`src/sv/kcrft_pkg.sv`:
```
// Shared types and constants of the k-mer count row filter table.
// No dependencies; imported by every module of the block but kcrft_ram.
package kcrft_pkg;

  localparam int DEF_MAX_SAMPLES = 16;
  localparam int DEF_TABLE_DEPTH = 1024;
  localparam int DEF_KMER_BASES  = 32;

  localparam int PADDR_W = 4;
  localparam logic [4:0] RESET_ACTIVE_SAMPLES = 5'd16;

  typedef enum logic [2:0] {
    OP_SET_ANCHOR = 3'd0,
    OP_COUNT      = 3'd1,
    OP_READ_TOTAL = 3'd2,
    OP_READ_ENTRY = 3'd3,
    OP_READ_SUM   = 3'd4
  } op_t;

  typedef enum logic [1:0] {
    REG_MIN_ROW_TOTAL  = 2'd0,
    REG_MIN_ROW_PEAK   = 2'd1,
    REG_ACTIVE_SAMPLES = 2'd2
  } reg_addr_t;

  typedef enum logic [1:0] {
    RD_NONE  = 2'd0,
    RD_COUNT = 2'd1,
    RD_SUM   = 2'd2
  } rd_src_t;

  typedef struct packed {
    logic [2:0]  operation;
    logic [63:0] kmer;
    logic [31:0] count_value;
    logic [3:0]  sample_index;
    logic [9:0]  row_index;
  } in_item_t;

  typedef struct packed {
    logic        row_done;
    logic        accepted;
    logic        table_full;
    logic [31:0] row_sum;
    logic [31:0] row_peak;
    logic [10:0] stored_rows;
    logic [31:0] grand_total;
    logic [31:0] read_value;
    logic [63:0] read_kmer;
  } out_item_t;

  typedef struct packed {
    logic [31:0] min_row_total;
    logic [31:0] min_row_peak;
    logic [4:0]  active_samples;
  } cfg_regs_t;

  typedef struct packed {
    out_item_t  base;
    rd_src_t    rd_src;
    logic       kmer_from_ram;
    logic [3:0] sample_index;
  } meta_t;

endpackage

```
`src/sv/kcrft_out.sv`:
```
// Read-data stage and result register: merges table read data into the result.
// Depends on kcrft_pkg.
module kcrft_out import kcrft_pkg::*; #(
  parameter int MAX_SAMPLES = DEF_MAX_SAMPLES,
  parameter int KMER_BASES  = DEF_KMER_BASES
) (
  input  logic                          clk,
  input  logic                          rst,
  input  logic                          en,
  input  logic                          fire,
  input  meta_t                         meta,
  input  logic [32*MAX_SAMPLES-1:0]     ram_counts,
  input  logic [31:0]                   ram_sum,
  input  logic [2*KMER_BASES-1:0]       ram_kmer,
  output logic                          result_valid,
  output out_item_t                     result
);

  localparam int SIDX_W = (MAX_SAMPLES > 1) ? $clog2(MAX_SAMPLES) : 1;

  logic        s2_valid;
  meta_t       s2_meta;
  logic [31:0] cnt_word [MAX_SAMPLES];
  out_item_t   merged;

  always_comb begin
    for (int j = 0; j < MAX_SAMPLES; j++) begin
      cnt_word[j] = ram_counts[32*j +: 32];
    end
    merged = s2_meta.base;
    if (s2_meta.kmer_from_ram) begin
      merged.read_kmer = 64'(ram_kmer);
    end
    unique case (s2_meta.rd_src)
      RD_COUNT: merged.read_value = cnt_word[SIDX_W'(s2_meta.sample_index)];
      RD_SUM:   merged.read_value = ram_sum;
      RD_NONE:  ;
      default:  ;
    endcase
  end

  always_ff @(posedge clk) begin
    if (rst) begin
      s2_valid     <= 1'b0;
      result_valid <= 1'b0;
    end else if (en) begin
      s2_valid     <= fire;
      result_valid <= s2_valid;
    end
  end

  always_ff @(posedge clk) begin
    if (en) begin
      s2_meta <= meta;
      result  <= merged;
    end
  end

endmodule

```
`config.mk`:
```
export PLATFORM = sky130hd
export DESIGN_NAME = kcrft_out
export DESIGN_NICKNAME = d
export VERILOG_FILES = /design/src/sv/kcrft_pkg.sv /design/src/sv/kcrft_out.sv
export SDC_FILE = /design/constraint.sdc
export NUM_CORES = 1
export LEC_CHECK = 0
export BUFFER_PORTS_ARGS = -buffer_cell sky130_fd_sc_hd__buf_2
export CORE_AREA = 8 8 390 392
export DETAILED_ROUTE_END_ITERATION = 12
export DIE_AREA = 0 0 398 400
export GPL_TIMING_DRIVEN = 0
export PLACE_DENSITY_LB_ADDON = 0.3
export SYNTH_ARGS = -nofsm -noshare
export SYNTH_HDL_FRONTEND = slang
export SYNTH_SLANG_ARGS = --single-unit
export TNS_END_PERCENT = 1
```
`constraint.sdc`:
```
create_clock -name clk -period 5.3 [get_ports clk]
set_input_delay 0.265 -clock clk [delete_from_list [all_inputs] [get_ports clk]]
set_output_delay 0.265 -clock clk [all_outputs]
set_load 0.05 [all_outputs]
```
==> results.cfg <==
[outcome]
status = finished, final reports clean

[sta]
finalHoldWorstSlack_ns = 0.0875
slew_violations = 0
fin_crit_sh = 0.745
tightestPinTransition_ns = 1.49
finalSetupViolCount = 0
finalHoldViolations = 0
fmax_ghz = 0.253
relSlewSlack = 0.00859
skew_ns = 0.0189
grt_setup_unrepaired = no
min_period_ns = 3.95

[hold_path]
min_path_cells = 3
min_path_type = input port to flop

[die]
rows = 141
num_io_pins = 1032
die_y_um = 400
die-area_um2 = 159000
die_x_um = 398
initial_core_util = 0.121
core_um2 = 146000

[grt]
grt_pass1_wl_mm = 162
grt_use_total = 0.155
overflow = 0
grt_max_degree = 113
grt_antenna_before_repair = 120
grt_pass1_vias = 16300

[route]
routed_wl_mm = 130
route.detailed.drc = 0
antenna_left = 0
drt_iter0_markers = 954
routedWlPerCell_um = 30.9
via_per_inst = 3.64
dr.pass1.iters = 5
vias = 15400

[power_and_ir_drop]
p_total_mw = 9.95
power.leakage_nw = 11.9
power_density_nw_per_um2 = 330
ir_drop_mv = 0.229

[flow_run]
drv_cap = 0

[setup_path]
path_max_fanout = 10
cp-start-kind = flop
arrival_ns = 4.28
rr_worst_depth = 6
crit_type = flop to flop
critPathRequiredTime_ns = 5.63
endpoint_kind = flop

[synthesis]
synth_top_cell_by_area = edfxtp_1
synthCells = 849
ys_top_cells_by_area = edfxtp_1 (71%), mux4_2 (16%), mux2_2 (4.1%)
ys_seq_area_frac = 0.711
ys_ff_latch = 421
async_flop_share = 0
syn_avg_cell_area_um2 = 20.9
synth_area_um2 = 17800
synth-edff-count = 419
yosys_warnings = 0
syn_nets = 1676
yosysTopAreaCellShare = 0.709
synth-main-ff-cell = edfxtp_1
synth.most_common_cell = edfxtp_1
ys_types = 18
synth_common_cells = edfxtp_1 (419), mux4_2 (128), a22oi_1 (64), mux2_2 (64), clkbuf_1 (42)

[cts]
post-cts-setup-buffers = 0
cts_sinks = 421
cts_inserted_buffers = 54
cts_max_level = 2
post_cts_resize_count = 0
clkTransAtPathRegs_ns = 0.07
cts_tree = built
root_buffer = clkbuf_16
clk_latency_ns = 0.63
clockBufferDepth = 3

[place]
portBuffers = 1031
place_congestion = 0.907
dpl.hpwl_mm = 112
post-place-cells = 3814

[cells_and_area]
layout.cells.non_filler = 4224
nets = 3047
syn_to_final_growth_pct = 69.8
layout-drive-gt1-share = 0.588
final_util = 0.206
==> critical path, cell delays in order, from the launching register on <==
cell	delay, ns
edfxtp_1	0.33
buf_2	0.36
clkbuf_1	0.97
mux4_2	0.44
a22oi_1	0.91
a21oi_1	0.16
a221o_1	0.45
==> per-layer routing <==
layer  share of wire  wire length, µm  up-vias  GRT usage
met4           0.034             4440       42     0.0500
met5          0.0022              282        -          0
li1                -                -     6457          -
met1            0.39            50800     7655      0.181
met3           0.092            12000      264     0.0604
met2            0.48            63000      965      0.261
==> kinds of logic after synthesis <==
kind of cell / share of synthesized area
compound gates: 0.0541
fa+ha+maj: 0.00141
buf+inv: 0.0160
flops: 0.711
mux: 0.204
simple gates: 0.0133
==> through the flow <==
stage,setup TNS [ns],setup WS [ns],area (µm²)
2_1_floorplan,0,3.23,17800
3_5_place_dp,0,1.26,25400
3_3_place_gp,-1336.73,-3.39,25300
6_report,0,1.35,30100
4_1_cts,0,1.26,30100
5_1_grt,0,1.23,30100
==> area by class of cell <==
cell class | instances | area (µm²)
fill | 15800 | 116000
clock buffer | 56 | 1380
inverter | 2 | 7.51
buffer | 63 | 279
clock inverter | 42 | 429
timing repair buffer | 1315 | 8080
multi-input combinational | 363 | 4850
tap | 1930 | 2410
antenna | 32 | 80.1
sequential | 421 | 12600
==> worst paths after layout <==
path	start	end	slack [ns]
setup reg to reg	s2_meta[3]	result[88]	1.35
hold / removal	ram_sum[18]	result[82]	0.09
hold reg to reg	merged[180]	result[180]	0.41
setup / recovery	s2_meta[3]	result[88]	1.35
==> report_power, final <==
part           total (mW)  internal [mW]  switching (mW)
clock network        3.83           2.20            1.63
logic                2.06          0.781            1.28
registers            4.05           3.98          0.0735
==> registers in the layout, indices dropped and copies added, names as in the netlist <==
name,count
result_valid,1
s2_meta,103
result,206
s2_valid,1
merged,110
==> cell usage in the layout (no fill, tap or decap), types with 6 or more instances in the layout <==
cell type	synthesis	final
a221o_1	32	32
bufinv_16	0	6
buf_2	8	1038
a21oi_1	32	32
buf_4	8	8
clkinv_1	0	11
clkinv_2	0	9
a22oi_1	64	64
mux4_2	128	128
nor2b_1	34	34
mux2_2	64	64
clkbuf_1	42	41
clkbuf_16	0	55
edfxtp_1	419	419
diode_2	0	32
dlygate4sd3_1	0	280
==> what timing repair did <==
| action | in CTS | in global routing |
|---|---|---|
| endpoints found under the hold margin | 280 | 0 |
| hold buffers | 280 | 0 |
| setup endpoints to repair | 0 | 0 |
Note: power is estimated with default switching activity, not from simulation.
