==> src/sv/kcrft_pkg.sv <==
// Shared types and constants of the k-mer count row filter table.
// No dependencies; imported by every module of the block but kcrft_ram.
package kcrft_pkg;

  localparam int DEF_MAX_SAMPLES = 16;
  localparam int DEF_TABLE_DEPTH = 1024;
  localparam int DEF_KMER_BASES  = 32;

  localparam int PADDR_W = 4;
  localparam logic [4:0] RESET_ACTIVE_SAMPLES = 5'd16;

  typedef enum logic [2:0] {
    OP_SET_ANCHOR = 3'd0,
    OP_COUNT      = 3'd1,
    OP_READ_TOTAL = 3'd2,
    OP_READ_ENTRY = 3'd3,
    OP_READ_SUM   = 3'd4
  } op_t;

  typedef enum logic [1:0] {
    REG_MIN_ROW_TOTAL  = 2'd0,
    REG_MIN_ROW_PEAK   = 2'd1,
    REG_ACTIVE_SAMPLES = 2'd2
  } reg_addr_t;

  typedef enum logic [1:0] {
    RD_NONE  = 2'd0,
    RD_COUNT = 2'd1,
    RD_SUM   = 2'd2
  } rd_src_t;

  typedef struct packed {
    logic [2:0]  operation;
    logic [63:0] kmer;
    logic [31:0] count_value;
    logic [3:0]  sample_index;
    logic [9:0]  row_index;
  } in_item_t;

  typedef struct packed {
    logic        row_done;
    logic        accepted;
    logic        table_full;
    logic [31:0] row_sum;
    logic [31:0] row_peak;
    logic [10:0] stored_rows;
    logic [31:0] grand_total;
    logic [31:0] read_value;
    logic [63:0] read_kmer;
  } out_item_t;

  typedef struct packed {
    logic [31:0] min_row_total;
    logic [31:0] min_row_peak;
    logic [4:0]  active_samples;
  } cfg_regs_t;

  typedef struct packed {
    out_item_t  base;
    rd_src_t    rd_src;
    logic       kmer_from_ram;
    logic [3:0] sample_index;
  } meta_t;

endpackage

==> src/sv/kcrft_state.sv <==
// Anchor, pending row, totals and row acceptance; issues table writes and reads.
// Depends on kcrft_pkg.
module kcrft_state import kcrft_pkg::*; #(
  parameter int MAX_SAMPLES = DEF_MAX_SAMPLES,
  parameter int TABLE_DEPTH = DEF_TABLE_DEPTH,
  parameter int KMER_BASES  = DEF_KMER_BASES
) (
  input  logic                                         clk,
  input  logic                                         rst,
  input  logic                                         fire,
  input  in_item_t                                     item,
  input  cfg_regs_t                                    cfg,
  output logic                                         wr_en,
  output logic [(TABLE_DEPTH > 1 ? $clog2(TABLE_DEPTH) : 1)-1:0] wr_addr,
  output logic [32*MAX_SAMPLES-1:0]                    wr_counts,
  output logic [31:0]                                  wr_sum,
  output logic [2*KMER_BASES-1:0]                      wr_kmer,
  output logic [(TABLE_DEPTH > 1 ? $clog2(TABLE_DEPTH) : 1)-1:0] rd_addr,
  output meta_t                                        meta
);

  localparam int SIDX_W = (MAX_SAMPLES > 1) ? $clog2(MAX_SAMPLES) : 1;
  localparam int POS_W  = $clog2(MAX_SAMPLES + 1);
  localparam int ADDR_W = (TABLE_DEPTH > 1) ? $clog2(TABLE_DEPTH) : 1;
  localparam int CNT_W  = $clog2(TABLE_DEPTH + 1);
  localparam int KMER_W = 2 * KMER_BASES;

  logic [KMER_W-1:0] anchor;
  logic [CNT_W-1:0]  row_count;
  logic [31:0]       total_sum;
  logic [31:0]       sample_total [MAX_SAMPLES];
  logic [31:0]       pend_count [MAX_SAMPLES];
  logic [31:0]       pend_sum;
  logic [31:0]       pend_peak;
  logic [POS_W-1:0]  pend_pos;

  op_t               op;
  logic [KMER_W-1:0] kmer_in;
  logic [POS_W-1:0]  n;
  logic [31:0]       sum_new;
  logic [31:0]       peak_new;
  logic [POS_W-1:0]  pos_new;
  logic              done;
  logic              pass;
  logic              tab_full;
  logic              accept;
  logic [31:0]       row_val [MAX_SAMPLES];
  logic              ridx_ok;
  logic              sidx_ok;
  logic [CNT_W-1:0]  row_count_next;
  logic [31:0]       total_sum_next;
  logic [KMER_W-1:0] anchor_next;

  always_comb begin
    op      = op_t'(item.operation);
    kmer_in = item.kmer[KMER_W-1:0];

    priority if (cfg.active_samples == 5'd0) begin
      n = POS_W'(1);
    end else if (32'(cfg.active_samples) > MAX_SAMPLES) begin
      n = POS_W'(MAX_SAMPLES);
    end else begin
      n = POS_W'(cfg.active_samples);
    end

    sum_new  = pend_sum + item.count_value;
    peak_new = (item.count_value > pend_peak) ? item.count_value : pend_peak;
    pos_new  = pend_pos + POS_W'(1);
    done     = (op == OP_COUNT) && (pos_new >= n);
    pass     = (sum_new != 32'd0) && (sum_new >= cfg.min_row_total)
               && (peak_new >= cfg.min_row_peak);
    tab_full = 32'(row_count) >= TABLE_DEPTH;
    accept   = done && pass && !tab_full;

    for (int j = 0; j < MAX_SAMPLES; j++) begin
      if (POS_W'(j) >= n) begin
        row_val[j] = '0;
      end else if (POS_W'(j) == pend_pos) begin
        row_val[j] = item.count_value;
      end else begin
        row_val[j] = pend_count[j];
      end
      wr_counts[32*j +: 32] = row_val[j];
    end

    priority if (op == OP_SET_ANCHOR) begin
      row_count_next = '0;
      total_sum_next = '0;
      anchor_next    = kmer_in;
    end else if (accept) begin
      row_count_next = row_count + CNT_W'(1);
      total_sum_next = total_sum + sum_new;
      anchor_next    = anchor;
    end else begin
      row_count_next = row_count;
      total_sum_next = total_sum;
      anchor_next    = anchor;
    end

    ridx_ok = 32'(item.row_index) < 32'(row_count);
    sidx_ok = 32'(item.sample_index) < 32'(n);

    meta.base.row_done    = done;
    meta.base.accepted    = accept;
    meta.base.table_full  = done && pass && tab_full;
    meta.base.row_sum     = done ? sum_new : 32'd0;
    meta.base.row_peak    = done ? peak_new : 32'd0;
    meta.base.stored_rows = 11'(row_count_next);
    meta.base.grand_total = total_sum_next;
    meta.base.read_value  = (op == OP_READ_TOTAL && sidx_ok)
                            ? sample_total[SIDX_W'(item.sample_index)] : 32'd0;
    meta.base.read_kmer   = 64'(anchor_next);
    meta.sample_index     = item.sample_index;
    meta.kmer_from_ram    = (op == OP_READ_ENTRY || op == OP_READ_SUM) && ridx_ok;

    priority if (op == OP_READ_ENTRY && ridx_ok && sidx_ok) begin
      meta.rd_src = RD_COUNT;
    end else if (op == OP_READ_SUM && ridx_ok) begin
      meta.rd_src = RD_SUM;
    end else begin
      meta.rd_src = RD_NONE;
    end
  end

  assign wr_en   = fire && accept;
  assign wr_addr = ADDR_W'(row_count);
  assign wr_sum  = sum_new;
  assign wr_kmer = kmer_in;
  assign rd_addr = ADDR_W'(item.row_index);

  always_ff @(posedge clk) begin
    if (rst) begin
      anchor    <= '0;
      row_count <= '0;
      total_sum <= '0;
      pend_sum  <= '0;
      pend_peak <= '0;
      pend_pos  <= '0;
      for (int j = 0; j < MAX_SAMPLES; j++) begin
        sample_total[j] <= '0;
      end
    end else if (fire) begin
      anchor    <= anchor_next;
      row_count <= row_count_next;
      total_sum <= total_sum_next;
      if (op == OP_SET_ANCHOR) begin
        pend_sum  <= '0;
        pend_peak <= '0;
        pend_pos  <= '0;
        for (int j = 0; j < MAX_SAMPLES; j++) begin
          sample_total[j] <= '0;
        end
      end else if (op == OP_COUNT) begin
        if (done) begin
          pend_sum  <= '0;
          pend_peak <= '0;
          pend_pos  <= '0;
          if (accept) begin
            for (int j = 0; j < MAX_SAMPLES; j++) begin
              sample_total[j] <= sample_total[j] + row_val[j];
            end
          end
        end else begin
          pend_sum  <= sum_new;
          pend_peak <= peak_new;
          pend_pos  <= pos_new;
        end
      end
    end
  end

  always_ff @(posedge clk) begin
    if (fire && op == OP_COUNT && 32'(pend_pos) < MAX_SAMPLES) begin
      pend_count[pend_pos[SIDX_W-1:0]] <= item.count_value;
    end
  end

`ifndef SYNTHESIS
  a_row_count_bound: assert property (@(posedge clk) disable iff (rst)
    32'(row_count) <= TABLE_DEPTH)
    else $error("row count beyond table depth");

  a_pos_bound: assert property (@(posedge clk) disable iff (rst)
    32'(pend_pos) < MAX_SAMPLES)
    else $error("pending position beyond sample count");

  a_anchor_clears: assert property (@(posedge clk) disable iff (rst)
    fire && op == OP_SET_ANCHOR |=> row_count == '0 && total_sum == 32'd0
    && pend_pos == '0)
    else $error("new anchor did not clear the table");

  a_accept_grows: assert property (@(posedge clk) disable iff (rst)
    fire && accept |=> row_count == $past(row_count) + CNT_W'(1))
    else $error("accepted row not counted");
`endif

endmodule

==> config.mk <==
export PLATFORM = sky130hd
export DESIGN_NAME = kcrft_state
export DESIGN_NICKNAME = d
export VERILOG_FILES = /design/src/sv/kcrft_pkg.sv /design/src/sv/kcrft_state.sv
export SDC_FILE = /design/constraint.sdc
export NUM_CORES = 2
export LEC_CHECK = 0
export BUFFER_PORTS_ARGS = -buffer_cell sky130_fd_sc_hd__buf_2
export CORE_UTILIZATION = 40
export CTS_CLUSTER_SIZE = 12
export DETAILED_ROUTE_END_ITERATION = 8
export HOLD_SLACK_MARGIN = 0.06
export PLACE_DENSITY = 0.67
export REMOVE_ABC_BUFFERS = 1
export SETUP_SLACK_MARGIN = 0.3
export SLEW_MARGIN = 20
export SYNTH_ARGS = -nofsm -noshare
export SYNTH_HDL_FRONTEND = slang
export SYNTH_SLANG_ARGS = --single-unit
export TNS_END_PERCENT = 10
==> constraint.sdc <==
create_clock -name clk -period 31.8 [get_ports clk]
set_input_delay 6.36 -clock clk [delete_from_list [all_inputs] [get_ports clk]]
set_output_delay 6.36 -clock clk [all_outputs]
set_load 0.1 [all_outputs]
==> run metrics <==
status complete, no violations; clock slew at the register clock pins of the worst setup and hold paths 60 ps; Fin Setup TNS 0 ps; Root Buffer clkbuf_16; register-to-register setup slack approximately 23000 ps; largest cells by area after synthesis edfxtp_1 (36%), ha_1 (10%), nand2_1 (6.3%); H-tree depth 4; LEAKAGE ~0.041 uW; cell family with most CP delay compound AO/OA/AOI/OAI gates; Layout area overhead 15.42%; # setup viols final 0; critical hold path startpoint sample_total[0][31]; end of the critical path meta[121]; critical path data required time about 25000 ps; CP Class input port to output port; syn avg cell area between 9 and 10 um^2; largest net degree at the start of global routing between 150 and 200; CP Data Arrival Time between 10000 and 15000 ps; Yosys reg bits 1200; Tmin final ~20000 ps; synthesized area 81870 um^2; Crit-path slowest cell buf_4; Overall Power 4555 uW; DRT iter0 DRCs 8350; via count between 70000 and 80000; Hold-fix buffers, CTS 0; Rel. slew slack a little under a quarter; All-Layer GR Usage about 34%; CTS buffer count about 150; post-DR vias/cell between 5 and 6; die area 206500 um^2; drt drc 0; post-synth top area share between 30% and 40%; post-route ant nets 0; Max Fclk slightly below 50 MHz; r2r endpoint sample_total[5][29]; DRT Pass-1 Iters 6; Clock Latency Late Sink around 830 ps; total of max-cap violations 0; Worst Path Buf+Inv 6; first-pass GRT wire length 507.1 mm; I/O pin total between 1000 and 1500; Setup crit end kind output port; Slew Viols, Final 0; R2R Path Start pend_peak[1]; post_cts resized 0; crit-path max cell delay slightly above 500 ps; Clock Skews between 40 and 50 ps; biggest area consumer among synthesized cells edfxtp_1; Syn. warnings 0; Chip Height 454.4 um; setup bufs post-CTS 0; largest buffer count on any clock path 3; RSZ-0062 raised after global routing false; vias in the first global route about 69000; wire per inst between 20 and 30 um; Core Util, Final roughly 47%; ys async rst share 0%; pwr dens about 48 nW/um^2; Worst Tran Pin Value roughly 1100 ps; distinct cell type count after synthesis 85; dpl hpwl roughly 280 mm; GRT Residual Overflow 0; critical path peak fanout between 40 and 50; cells on worst reg2reg path 31; instance count on the critical path 33; Peak VDD IR 57.90 uV; Post-Syn Instances around 8700; chip width between 400 and 500 um; period utilization 63.39%; Critical Path Start item[15]; core footprint about 200000 um^2; initial antenna violation count between 60 and 70; layout cells sized above 1 around 18%; critical path launch point type input port; IO buf count between 1000 and 1500; CTS tree built; Post-synth EDFFs approximately 1000; crit-path most repeated cell o21a_1; final WL 367.1 mm; starting density of the core around two fifths; nets@finish approximately 10000; Core Rows 165; GP Congestion about 1.0; Synth Flop Type edfxtp_1; most instantiated cells after synthesis nand2_1 (1374), edfxtp_1 (992), nor2_1 (916); sequential area share after synthesis roughly two fifths; Hold Fails Final Rpt 0; most common cell in the synthesized netlist nand2_1; HP Class register to register; Sink Count 1200
-- cell usage in the layout, fill, tap and decap left out, types with 63 or more instances in the layout --
master / n
dfxtp_1: 208
mux4_2: 160
xnor2_1: 238
xor2_1: 213
nand2_1: 1374
a21oi_1: 854
inv_1: 289
nor2b_1: 133
buf_2: 1022
and3_1: 64
a21o_1: 237
and2_1: 108
nor2_1: 896
ha_1: 677
mux2i_1: 65
o21a_1: 94
mux2_2: 63
nand3_1: 110
nor3_1: 225
clkbuf_16: 149
edfxtp_1: 992
o21ai_0: 275
nand2b_1: 90
a22o_1: 77
buf_4: 153
-- kinds of logic (layout without fill, tap and decap cells) --
| kind of cell | after synthesis | after routing | synth area share (%) |
|---|---|---|---|
| other | 0 | 27 | 0 |
| adder cells (fa/ha/maj) | 696 | 696 | 10.80 |
| AO/OA/AOI/OAI | 2022 | 2022 | 15.45 |
| XOR/XNOR | 451 | 451 | 4.825 |
| flip-flops | 1200 | 1200 | 41.47 |
| AND/OR/NAND/NOR | 3215 | 3215 | 17.19 |
| multiplexers | 289 | 289 | 6.077 |
| buffers and inverters | 806 | 1747 | 4.188 |
-- state kept, by name (all words and copies together) (netlist names) --
| name | count |
|---|---|
| total_sum | 32 |
| pend_count | 512 |
| pend_peak | 32 |
| pend_pos | 5 |
| pend_sum | 32 |
| row_count | 11 |
| sample_total | 512 |
| anchor | 64 |
-- how the worst min path moves through the flow --
stage | end | cells past startpoint
6_report | sample_total[0][31] | 1
5_1_grt | total_sum[15] | 2
4_1_cts | sample_total[0][31] | 1
3_3_place_gp | sample_total[0][31] | 1
3_5_place_dp | sample_total[0][31] | 1
2_1_floorplan | sample_total[0][31] | 1
-- per-layer routing --
metal	global-route usage [%]	vias to the layer above	share of wire (%)
met5	0	-	0.045
met1	41.97	36137	37
met3	8.793	780	10
li1	-	32897	-
met4	27.43	26	9.3
met2	51.68	3971	43
-- through the flow --
| step | cells | instance area (um^2) | hold slack, ps | worst slack (ps) |
|---|---|---|---|---|
| final | 12319 | 94490 | 470.0 | 11640 |
| after global routing | 12304 | 94460 | 498.5 | 11230 |
| after CTS | 12292 | 94430 | 470.8 | 11700 |
| after detailed placement | 12021 | 89580 | 463.1 | 11750 |
| after global placement | 12020 | 89560 | 461.2 | 11750 |
| after floorplan | 8167 | 79540 | 434.6 | 6068 |
-- final cells by class --
| type | count | area, um^2 |
|---|---|---|
| well taps | 2672 | 3343 |
| flip-flops and latches | 1200 | 33950 |
| multi-input cells | 6673 | 44770 |
| clock inverters | 81 | 875.8 |
| repair buffers | 1182 | 6390 |
| inverters | 294 | 1119 |
| fillers | 19126 | 108200 |
| diodes | 27 | 67.56 |
| clock buffers | 190 | 3973 |
-- where the power goes --
group          switching, uW  leakage, uW  internal [uW]
Clock                    750      0.00237            996
Combinational            759       0.0269            264
Sequential              38.4       0.0114           1750
Total                   1550       0.0406           3010
Power figures use the tool's default switching activity.
