==> src/sv/kcrft_pkg.sv <==
// Shared types and constants of the k-mer count row filter table.
// No dependencies; imported by every module of the block but kcrft_ram.
package kcrft_pkg;

  localparam int DEF_MAX_SAMPLES = 16;
  localparam int DEF_TABLE_DEPTH = 1024;
  localparam int DEF_KMER_BASES  = 32;

  localparam int PADDR_W = 4;
  localparam logic [4:0] RESET_ACTIVE_SAMPLES = 5'd16;

  typedef enum logic [2:0] {
    OP_SET_ANCHOR = 3'd0,
    OP_COUNT      = 3'd1,
    OP_READ_TOTAL = 3'd2,
    OP_READ_ENTRY = 3'd3,
    OP_READ_SUM   = 3'd4
  } op_t;

  typedef enum logic [1:0] {
    REG_MIN_ROW_TOTAL  = 2'd0,
    REG_MIN_ROW_PEAK   = 2'd1,
    REG_ACTIVE_SAMPLES = 2'd2
  } reg_addr_t;

  typedef enum logic [1:0] {
    RD_NONE  = 2'd0,
    RD_COUNT = 2'd1,
    RD_SUM   = 2'd2
  } rd_src_t;

  typedef struct packed {
    logic [2:0]  operation;
    logic [63:0] kmer;
    logic [31:0] count_value;
    logic [3:0]  sample_index;
    logic [9:0]  row_index;
  } in_item_t;

  typedef struct packed {
    logic        row_done;
    logic        accepted;
    logic        table_full;
    logic [31:0] row_sum;
    logic [31:0] row_peak;
    logic [10:0] stored_rows;
    logic [31:0] grand_total;
    logic [31:0] read_value;
    logic [63:0] read_kmer;
  } out_item_t;

  typedef struct packed {
    logic [31:0] min_row_total;
    logic [31:0] min_row_peak;
    logic [4:0]  active_samples;
  } cfg_regs_t;

  typedef struct packed {
    out_item_t  base;
    rd_src_t    rd_src;
    logic       kmer_from_ram;
    logic [3:0] sample_index;
  } meta_t;

endpackage

==> src/sv/kcrft_cfg.sv <==
// Configuration registers behind the APB-style port.
// Depends on kcrft_pkg.
module kcrft_cfg import kcrft_pkg::*; (
  input  logic               clk,
  input  logic               rst,
  input  logic               psel,
  input  logic               penable,
  input  logic               pwrite,
  input  logic [PADDR_W-1:0] paddr,
  input  logic [31:0]        pwdata,
  output logic [31:0]        prdata,
  output logic               pready,
  output cfg_regs_t          cfg
);

  reg_addr_t sel;

  assign sel    = reg_addr_t'(paddr[3:2]);
  assign pready = 1'b1;

  always_ff @(posedge clk) begin
    if (rst) begin
      cfg.min_row_total  <= '0;
      cfg.min_row_peak   <= '0;
      cfg.active_samples <= RESET_ACTIVE_SAMPLES;
    end else if (psel && penable && pwrite) begin
      unique case (sel)
        REG_MIN_ROW_TOTAL:  cfg.min_row_total  <= pwdata;
        REG_MIN_ROW_PEAK:   cfg.min_row_peak   <= pwdata;
        REG_ACTIVE_SAMPLES: cfg.active_samples <= pwdata[4:0];
        default: ;
      endcase
    end
  end

  always_comb begin
    unique case (sel)
      REG_MIN_ROW_TOTAL:  prdata = cfg.min_row_total;
      REG_MIN_ROW_PEAK:   prdata = cfg.min_row_peak;
      REG_ACTIVE_SAMPLES: prdata = {27'd0, cfg.active_samples};
      default:            prdata = '0;
    endcase
  end

endmodule

==> config.mk <==
export PLATFORM = sky130hd
export DESIGN_NAME = kcrft_cfg
export DESIGN_NICKNAME = d
export VERILOG_FILES = /design/src/sv/kcrft_pkg.sv /design/src/sv/kcrft_cfg.sv
export SDC_FILE = /design/constraint.sdc
export NUM_CORES = 1
export LEC_CHECK = 0
export BUFFER_PORTS_ARGS = -buffer_cell sky130_fd_sc_hd__buf_2
export CORE_MARGIN = 3
export CORE_UTILIZATION = 35
export DETAILED_ROUTE_END_ITERATION = 16
export GPL_ROUTABILITY_DRIVEN = 0
export PLACE_DENSITY_LB_ADDON = 0.05
export RECOVER_POWER = 50
export SYNTH_ARGS = -nofsm -noshare
export SYNTH_HDL_FRONTEND = slang
export SYNTH_SLANG_ARGS = --single-unit
==> constraint.sdc <==
create_clock -name clk -period 1.4 [get_ports clk]
set_input_delay 0.28 -clock clk [delete_from_list [all_inputs] [get_ports clk]]
set_output_delay 0.28 -clock clk [all_outputs]
set_load 0.03 [all_outputs]
==> summary.md, run 1 <==
| Metric | Value |
|---|---|
| Critical Path Source Type | primary input |
| Crit path time final | ~1400 ps |
| Layout cells sized above 1 | just over 50% |
| Remaining DRCs | 0 |
| Worst reg2reg endpoint | cfg[20] |
| Antenna Nets Post-Route | 0 |
| Core area | approximately 0.0093 mm^2 |
| Status | complete, no violations |
| CTS max path bufs | 2 |
| Worst-case reg-to-reg path depth | 2 |
| GRT Total Usage | 15.8% |
| Hold endpoint | cfg[63] |
| Distinct cell type count after synthesis | 19 |
| Post-layout util | 51.9% |
| VDD IR max | 0.375 mV |
| Most frequent CP cell | buf_12 |
| CP Data Arrival Time | between 1000 and 1500 ps |
| Initial antenna violation count | 0 |
| Endpoint type of the worst setup path | primary output |
| Slew Viols, Final | 0 |
| Syn. warnings | 0 |
| Hold wc startpoint | pwdata[26] |
| Hold Slack | between 200 and 250 ps |
| CP max stage delay | ~170 ps |
| Final instance area | slightly below 0.005 mm^2 |
| Biggest regs | cfg x69 |
| Seq/Total Area, Yosys | between 40% and 50% |
| Final setup fails | 0 |
| Hold Fails Final Rpt | 0 |
| Via density per instance | 4.51 |
| Via count | ~2800 |
| Setup ws final | between 30 and 40 ps |
| Largest net degree at the start of global routing | 103 |
| Final WL | between 8 and 9 mm |
| Worst r2r src | cfg[20] |
| Crit path max-delay cell type | buf_4 |
| Max FFs per register | 69 |
| Clk slew on worst S/H paths | 80 ps |
| Worst skew pair latency | between 300 and 400 ps |
| Worst Clk Skew | 0 ps |
| F_max | roughly 0.73 GHz |
| Initial Utilization | between 30 and 40% |
| Clk sinks | 69 |
| Die ar. | roughly 0.011 mm^2 |
| P_leak | between 2 and 2.5 nW |
| DRT Pass-1 Iters | 4 |
| Worst path top cell family by delay | buffers and inverters |
| FF+latch count, synth | 69 |
| Buffers on Ports | ~140 |
| Final setup TNS | 0 ps |
| # rows | 35 |
| Root Buffer Master | clkbuf_8 |
| Die Y | ~100 um |
| Mapped Cells | about 340 |
| Worst Path Buf+Inv | 4 |
| # H-tree levels | 3 |
| RSZ-0062 raised after global routing | true |
| Power density over cell area | roughly 860 mW/mm^2 |
| Most frequent cells in the layout | 113 x buf_2, 100 x nand2b_1, 95 x mux2i_1 |
| Post-Place Cell Area | approximately 0.0044 mm^2 |
| Netlist Area Pre-Place | ~0.0034 mm^2 |
| Critical path class | primary input to primary output |
| Worst EP required | 1120 ps |
| Area Growth Syn to Fin | 42.6% |
| Commonest non-fill, non-tap cell in the layout | buf_2 |
| Syn_area_per_cell | approximately 9.9 um^2 |
| R2R Setup Slk | 730 ps |
| DRT iter0 DRCs | 57 |
| First-pass GRT wire length | around 14 mm |
| Vias in the first global route | roughly 2800 |
| Crit path cell chain | buf_12 > buf_12 > buf_12 > mux2i_1 > o21ai_1 > buf_4 |
| Placement Setup Slack | -129 ps |
| Ports | 143 |
| CTS tree | yes |
| Dpl hpwl | 6.13 mm |
| Largest reg by FF count | cfg |
| TritonCTS buffer count | 9 |
| Avg WL per Cell | 13.8 um |
| Cell depth of the worst hold path | 3 |
| Crit-path max FO | 6 |
| Antenna diode count | 0 |
| Die W | approximately 100 um |
| Syn nets | slightly below 400 |
| Number of max-cap violations | 0 |
| Period utilization | between 90% and 100% |
| Classification of the worst-slack hold path | primary input to register |
| Total gr overflow | 0 |
| Final nets | between 500 and 600 |
-- synthesized netlist by cell type --
| library cell | number | area [um^2] |
|---|---|---|
| nand2b_1 | 100 | 626 |
| conb_1 | 1 | 3.75 |
| nand2_1 | 5 | 18.8 |
| nor2b_1 | 1 | 6.26 |
| o21ai_0 | 5 | 25.0 |
| or3b_1 | 1 | 8.76 |
| buf_12 | 2 | 40.0 |
| nor3_2 | 1 | 10.0 |
| or3_2 | 1 | 7.51 |
| buf_6 | 1 | 11.3 |
| dfxtp_1 | 69 | 1380 |
| nor3b_1 | 1 | 7.51 |
| nand3_2 | 1 | 10.0 |
| buf_4 | 3 | 22.5 |
| clkbuf_1 | 14 | 52.6 |
| nor2_1 | 29 | 109 |
| mux2i_1 | 101 | 1010 |
| nand4_2 | 1 | 12.5 |
| buf_2 | 7 | 35.0 |
-- layout make-up --
type | count | area (um^2)
multi-input combinational | 248 | 1980
timing repair buffer | 163 | 1080
tap | 129 | 161
sequential | 69 | 1420
clock inverter | 4 | 47.5
fill | 900 | 4480
clock buffer | 11 | 151
-- worst register-to-register path: stages (launching register included) --
cell      delay [ps]
dfxtp_1          410
nand2b_1          80
mux2i_1          120
-- what timing repair did --
action	4_1_cts	5_1_grt
pin swaps	1	2
hold buffers	0	0
resized for setup	13	74
setup endpoints to repair	16	24
gates cloned	1	0
setup buffers	0	2
-- kinds of logic (layout without fill, tap and decap cells) --
group | count (synthesis) | after routing | synth area share, %
simple gates | 141 | 141 | 24.0
flops | 69 | 69 | 40.6
buf+inv | 27 | 178 | 4.75
compound gates | 5 | 5 | 0.736
mux | 101 | 101 | 29.7
other cells | 1 | 1 | 0.110
-- worst max-delay path by stage --
stage / to / cells after the start / from
floorplan: prdata[2] / 4 / paddr[3]
CTS: prdata[25] / 3 / cfg[30]
global placement: cfg[63] / 4 / paddr[2]
finish: prdata[2] / 6 / paddr[2]
global route: prdata[2] / 6 / paddr[2]
detailed placement: cfg[59] / 4 / paddr[2]
-- power breakdown --
part,internal (mW),switching [mW]
clock,0.905,0.720
combinational,0.246,0.268
sequential,1.99,0.0215
-- stage by stage --
| stage | total power [mW] | cells |
|---|---|---|
| floorplan | 2.36 | 344 |
| global placement | 2.54 | 606 |
| detailed placement | 2.54 | 606 |
| CTS | 4.21 | 622 |
| global route | 4.33 | 624 |
| finish | 4.15 | 624 |
-- per-layer routing --
layer	vias to the layer above	global-route usage, %	routed length [um]
met1	1298	20.3	3920
met5	-	0	0
li1	1426	-	-
met2	81	26.1	4150
met3	11	3.27	444
met4	0	6.27	126
Power figures use the tool's default switching activity.
==> inputs of run 2 (changes only) <==
--- a/config.mk
+++ b/config.mk
@@ -10,6 +10,7 @@
 export CORE_UTILIZATION = 35
 export DETAILED_ROUTE_END_ITERATION = 16
 export GPL_ROUTABILITY_DRIVEN = 0
+export MAX_ROUTING_LAYER = met4
 export PLACE_DENSITY_LB_ADDON = 0.05
 export RECOVER_POWER = 50
 export SYNTH_ARGS = -nofsm -noshare
==> constraint.sdc (replaced) <==
create_clock -name clk -period 1.5 [get_ports clk]
set_input_delay 0.3 -clock clk [delete_from_list [all_inputs] [get_ports clk]]
set_output_delay 0.3 -clock clk [all_outputs]
set_load 0.03 [all_outputs]
==> run 2 against run 1 <==
Effect of this change: worst setup slack improved by 61 ps; combinational power fell by 18%; register-to-register slack improved by 110 ps; total power fell by 12%; critical endpoint is now prdata[4]; largest cell class unchanged; largest power group unchanged; highest routed layer unchanged.
==> summary.md, run 2 (synthesized netlist as in run 1, its figures left out) <==
| Metric | Value |
|---|---|
| Via density per instance | ~4.5 |
| TritonCTS buffer count | 9 |
| Slew @ Worst Pin | approximately 640 ps |
| Dpl hpwl | 6.12 mm |
| Endpoint type of the worst setup path | primary output |
| P_leak | between 2 and 2.5 nW |
| Post-CTS setup buffer count | 0 |
| Clk slew on worst S/H paths | approximately 70 ps |
| Power density over cell area | approximately 820 mW/mm^2 |
| Slew Viols, Final | 0 |
| Final setup fails | 0 |
| First-pass GRT wire length | roughly 14 mm |
| Buffers on Ports | between 100 and 150 |
| Crit-path max FO | 3 |
| Remaining DRCs | 0 |
| Crit path cell chain | mux2i_1 > o21ai_1 > buf_2 |
| Worst EP required | ~1200 ps |
| Final instance area | 0.00447 mm^2 |
| Most frequent cells in the layout | 123 x buf_2, 101 x mux2i_1, 100 x nand2b_1 |
| F_max | around 0.7 GHz |
| Avg WL per Cell | 13.6 um |
| Biggest regs | cfg x69 |
| Max FFs per register | between 60 and 70 |
| Worst Path Buf+Inv | 1 |
| DRT Pass-1 Iters | 4 |
| Largest net degree at the start of global routing | between 100 and 150 |
| CP Data Arrival Time | 1110 ps |
| Crit path time final | about 1400 ps |
| Vias in the first global route | 2782 |
| CTS tree | yes |
| Number of max-cap violations | 0 |
| Max_slew headroom | between 50% and 60% |
| Classification of the worst-slack hold path | primary input to register |
| Commonest non-fill, non-tap cell in the layout | buf_2 |
| Overall power | roughly 3.6 mW |
| DRT iter0 DRCs | 60 |
| Period utilization | between 90 and 100% |
| CTS max path bufs | 2 |
| Antenna diode count | 0 |
| GRT Total Usage | 16.1% |
| Ports | around 140 |
| Status | complete, no violations |
| Clk sinks | between 60 and 70 |
| Post-Place Cell Area | 0.00438 mm^2 |
| Critical Path Source Type | register |
| Area Growth Syn to Fin | 31.5% |
| Worst skew pair latency | around 330 ps |
| # rows | 35 |
| CTS resizes | 1 |
| Die W | about 100 um |
| RSZ-0062 raised after global routing | false |
| Largest reg by FF count | cfg |
| Critical path class | register to primary output |
| Worst Clk Skew | 0 ps |
| Total gr overflow | 0 |
| Filler Cell Count | just over 900 |
| Final nets | between 500 and 600 |
| CP max stage delay | 380 ps |
| Die Y | around 100 um |
| Core area | between 0.009 and 0.01 mm^2 |
| Root Buffer Master | clkbuf_8 |
| Crit path max-delay cell type | dfxtp_1 |
| Hold Fails Final Rpt | 0 |
| Initial Utilization | about 36% |
| Via count | 2800 |
| VDD IR max | approximately 0.37 mV |
| Layout cells sized above 1 | around 37% |
| # hold bufs at CTS | 0 |
| Initial antenna violation count | 0 |
| Die ar. | around 0.011 mm^2 |
| Worst path top cell family by delay | flip-flops |
| Antenna Nets Post-Route | 0 |
| Final WL | approximately 8.4 mm |
| # H-tree levels | 3 |
-- run 2: path summary, 6_finish.rpt --
| path | startpoint | to | slack (ps) | cells after the start |
|---|---|---|---|---|
| setup / recovery | cfg[41] | prdata[4] | 90 | 3 |
| hold / removal | pwdata[4] | cfg[4] | 240 | 3 |
| setup reg to reg | cfg[19] | cfg[19] | 840 | 2 |
| hold reg to reg | cfg[53] | cfg[53] | 490 | 2 |
-- run 2: tightest hold or removal path, stage by stage --
cell and delay (ps):
buf_2 90, nor2_1 40, mux2i_1 100
-- run 2: area by class of cell --
cell class | count | area (um^2) | area share (%)
Clock inverter | 1 | 5.00 | 0.112
Clock buffer | 15 | 166 | 3.72
Timing Repair Buffer | 155 | 822 | 18.4
Tap cell | 129 | 161 | 3.61
Multi-Input combinational cell | 248 | 1930 | 43.3
Sequential cell | 69 | 1380 | 30.9
-- run 2: report_power, final --
group          total [mW]  internal (mW)  leakage, nW  switching, mW
Sequential           1.87           1.86        0.557         0.0189
Clock                1.35          0.693       0.0877          0.661
Combinational       0.422          0.184         1.56          0.238
Total                3.65           2.73         2.20          0.917
-- run 2: metal layers --
| metal | vias to the layer above | GRT usage (%) | wire length, um |
|---|---|---|---|
| met3 | 8 | 4.94 | 459 |
| met5 | - | - | 0 |
| met1 | 1295 | 19.1 | 3780 |
| met2 | 79 | 26.9 | 4090 |
| li1 | 1418 | - | - |
| met4 | 0 | 3.42 | 78 |
-- run 2: stage by stage --
stage               hold WS [ps]  utilization, %  setup slack [ps]  instances  setup TNS, ps
finish                       244            47.9              94.9        617              0
global route                 229            47.9              3.15        617              0
CTS                          230            48.8              56.6        617              0
detailed placement           480            46.9             -19.7        601           -159
global placement             474            46.9             -2.90        601          -3.08
floorplan                    461               -              18.6        344              0
==> inputs of run 3 (changes only) <==
--- a/config.mk
+++ b/config.mk
@@ -5,6 +5,7 @@
 export SDC_FILE = /design/constraint.sdc
 export NUM_CORES = 1
 export LEC_CHECK = 0
+export ABC_AREA = 1
 export BUFFER_PORTS_ARGS = -buffer_cell sky130_fd_sc_hd__buf_2
 export CORE_MARGIN = 3
 export CORE_UTILIZATION = 35
==> run 3 against run 2 <==
Effect of this change: via count is 22% higher; clock power up 15%; cell area rose by 3.5%; utilization grew 4.1 points; clock skew is the same; routed wire length rose by 15%; flip-flop and latch count did not move; total power rose by 12%; critical endpoint is now prdata[18].
==> summary.md, run 3 <==
| Metric | Value |
|---|---|
| Commonest cells post-synth | 137 x nor2_1, 88 x nand2_1, 75 x nand3_1, 69 x dfxtp_1, 33 x inv_1 |
| Final nets | ~660 |
| Worst Clk Skew | 0 ps |
| Worst skew pair latency | 350 ps |
| Commonest non-fill, non-tap cell in the layout | nor2_1 |
| Syn_area_per_cell | roughly 6.9 um^2 |
| Worst EP required | around 1200 ps |
| DRT iter0 DRCs | between 100 and 150 |
| Comb pwr share | roughly 16% |
| Status | complete, no violations |
| Seq/Total Area, Yosys | a little over two fifths |
| Primary FF master, synth | dfxtp_1 |
| CTS max path bufs | 2 |
| Post-Place Cell Area | ~0.0041 mm^2 |
| Power density over cell area | slightly below 900 mW/mm^2 |
| CTS tree | yes |
| Storage element area | between 0.001 and 0.0015 mm^2 |
| Filler Cell Count | approximately 930 |
| Count leader, synth | nor2_1 |
| Largest reg by FF count | cfg |
| VDD IR max | around 0.37 mV |
| Syn. warnings | 0 |
| Endpoint type of the worst setup path | primary output |
| Slew Viols, Final | 0 |
| Crit path max-delay cell type | buf_12 |
| Final setup fails | 0 |
| Placement Setup Slack | -6.28 ps |
| Number of flops mapped to enable cells by yosys | 0 |
| Crit path cell chain | buf_8 > inv_6 > nor2_4 > buf_12 > clkbuf_16 > a22o_1 > buf_6 |
| Classification of the worst-slack hold path | primary input to register |
| CP Data Arrival Time | between 1000 and 1500 ps |
| Clk slew on worst S/H paths | 80 ps |
| Final instance area | between 0.004 and 0.005 mm^2 |
| Antenna Nets Post-Route | 0 |
| Avg WL per Cell | between 10 and 15 um |
| Netlist Area Pre-Place | approximately 0.0033 mm^2 |
| # rows | 34 |
| Multi-input logic area | approximately 0.0015 mm^2 |
| Net Switching | roughly 1.2 mW |
| Syn nets | ~510 |
| Biggest regs | cfg x69 |
| Period utilization | 99.2% |
| GRT Total Usage | around 17% |
| Clk sinks | slightly below 70 |
| GRT met2 Usage | between 20% and 30% |
| Die Y | about 100 um |
| Mapped Cells | between 400 and 500 |
| Ports | 143 |
| Dpl hpwl | 6.29 mm |
| Hold Fails Final Rpt | 0 |
| Core area | 0.00889 mm^2 |
| Worst path top cell family by delay | buffers and inverters |
| Setup ws final | 12.6 ps |
| Sw frac | between 20 and 30% |
| Crit-path max FO | 10 |
| Initial antenna violation count | 0 |
| FF+latch count, synth | 69 |
| Clk pwr share | a little under two fifths |
| Distinct cell type count after synthesis | 17 |
| Crit path time final | approximately 1500 ps |
| P_leak | roughly 2.4 nW |
| Area leader, netlist | dfxtp_1 |
| Via count | ~3400 |
| Number of max-cap violations | 0 |
| Total gr overflow | 0 |
| Met1 Usage GRT | approximately 22% |
| Largest net degree at the start of global routing | between 40 and 50 |
| Antenna diode count | 0 |
| Via density per instance | between 4 and 5 |
| Asr flop ratio synth | 0% |
| Layout cells sized above 1 | a little under a third |
| Die W | about 100 um |
| First-pass GRT wire length | 14.0 mm |
| RSZ-0062 raised after global routing | true |
| Buffers on Ports | 139 |
| Vias in the first global route | roughly 2900 |
| Flop pwr share | between 40 and 50% |
| CP max stage delay | roughly 170 ps |
| Critical path class | primary input to primary output |
| Most frequent cells in the layout | 138 x nor2_1, 112 x buf_2, 88 x nand2_1 |
| DRT Pass-1 Iters | 4 |
| Area contributors post-synth | dfxtp_1 42%, nor2_1 16%, nand3_1 12% |
| Initial Utilization | a little over a third |
| Top Usage Layer GRT | met2 |
| Met3 Usage GRT | under 10% |
| Root Buffer Master | clkbuf_8 |
| Critical Path Source Type | primary input |
| Max FFs per register | approximately 70 |
| Remaining DRCs | 0 |
| Final setup TNS | 0 ps |
| Final WL | 9.70 mm |
| TritonCTS buffer count | 9 |
| Area Growth Syn to Fin | 42.2% |
| Die ar. | roughly 0.010 mm^2 |
| Cell Int Power | 2.93 mW |
| F_max | slightly below 0.7 GHz |
| Synth top area share | a little over two fifths |
| # H-tree levels | 3 |
| Worst Path Buf+Inv | 5 |
[run 3: cell count changes after synthesis, moves of 6 or more]
| cell | before | now |
|---|---|---|
| nand3_1 | 0 | 75 |
| nand2b_1 | 100 | 0 |
| nor2_1 | 29 | 137 |
| buf_6 | 1 | 7 |
| mux2i_1 | 101 | 0 |
| a22o_1 | 0 | 27 |
| inv_1 | 0 | 33 |
| clkbuf_1 | 14 | 4 |
| nand2_1 | 5 | 88 |
[run 3: what timing repair did]
| action | 4_1_cts | 5_1_grt |
|---|---|---|
| hold buffers | 0 | 0 |
| pin swaps | 0 | 4 |
| gates cloned | 0 | 5 |
| gates resized for setup | 3 | 68 |
| endpoints found under the setup margin | 8 | 31 |
| buffers inserted | 0 | 2 |
[run 3: layer usage]
metal / wire length (um) / up-vias
met5: 0 / -
met4: 128 / 0
met3: 534 / 10
met2: 4400 / 107
met1: 4640 / 1515
li1: - / 1781
[run 3: final timing paths]
kind,from,depth (start not counted),slack [ps],end
worst max-delay path,paddr[2],7,10,prdata[18]
worst max register to register,cfg[4],2,880,cfg[4]
worst min-delay path,pwdata[4],3,210,cfg[4]
worst min register to register,cfg[51],2,500,cfg[51]
[run 3: area by class of cell]
| type | instances | share of cell area, % |
|---|---|---|
| Multi-Input combinational cell | 335 | 33.2 |
| Sequential cell | 69 | 29.9 |
| Timing Repair Buffer | 170 | 26.7 |
| Inverter | 36 | 3.03 |
| Clock buffer | 10 | 2.98 |
| Tap cell | 108 | 2.92 |
| Clock inverter | 6 | 1.35 |
[run 3: power by group through the flow]
stage	sequential, mW	combinational (mW)	clock [mW]
2_1_floorplan	2.02	0.295	0
3_3_place_gp	1.94	0.571	0
3_5_place_dp	1.95	0.574	0
4_1_cts	1.90	0.576	1.59
5_1_grt	1.91	0.699	1.67
6_report	1.90	0.640	1.55
[run 3: cell families after synthesis]
kind of cell | after synthesis | synth area share [%]
other | 1 | 0.115
AOI/OAI and AO/OA | 28 | 7.43
DFF | 69 | 42.5
and+or+nand+nor | 306 | 39.1
buffers and inverters | 69 | 10.9
[run 3: through the flow]
stage	instances	utilization (%)	hold slack [ps]	power [mW]
floorplan	473	-	426	2.31
global placement	711	46.5	484	2.51
detailed placement	711	46.5	489	2.52
CTS	727	48.9	201	4.07
global route	734	52.0	202	4.28
finish	734	52.0	205	4.09
[run 3: tightest hold or removal path, stage by stage]
cell and delay (ps):
buf_2 100, nand2_1 50, nand3_1 80
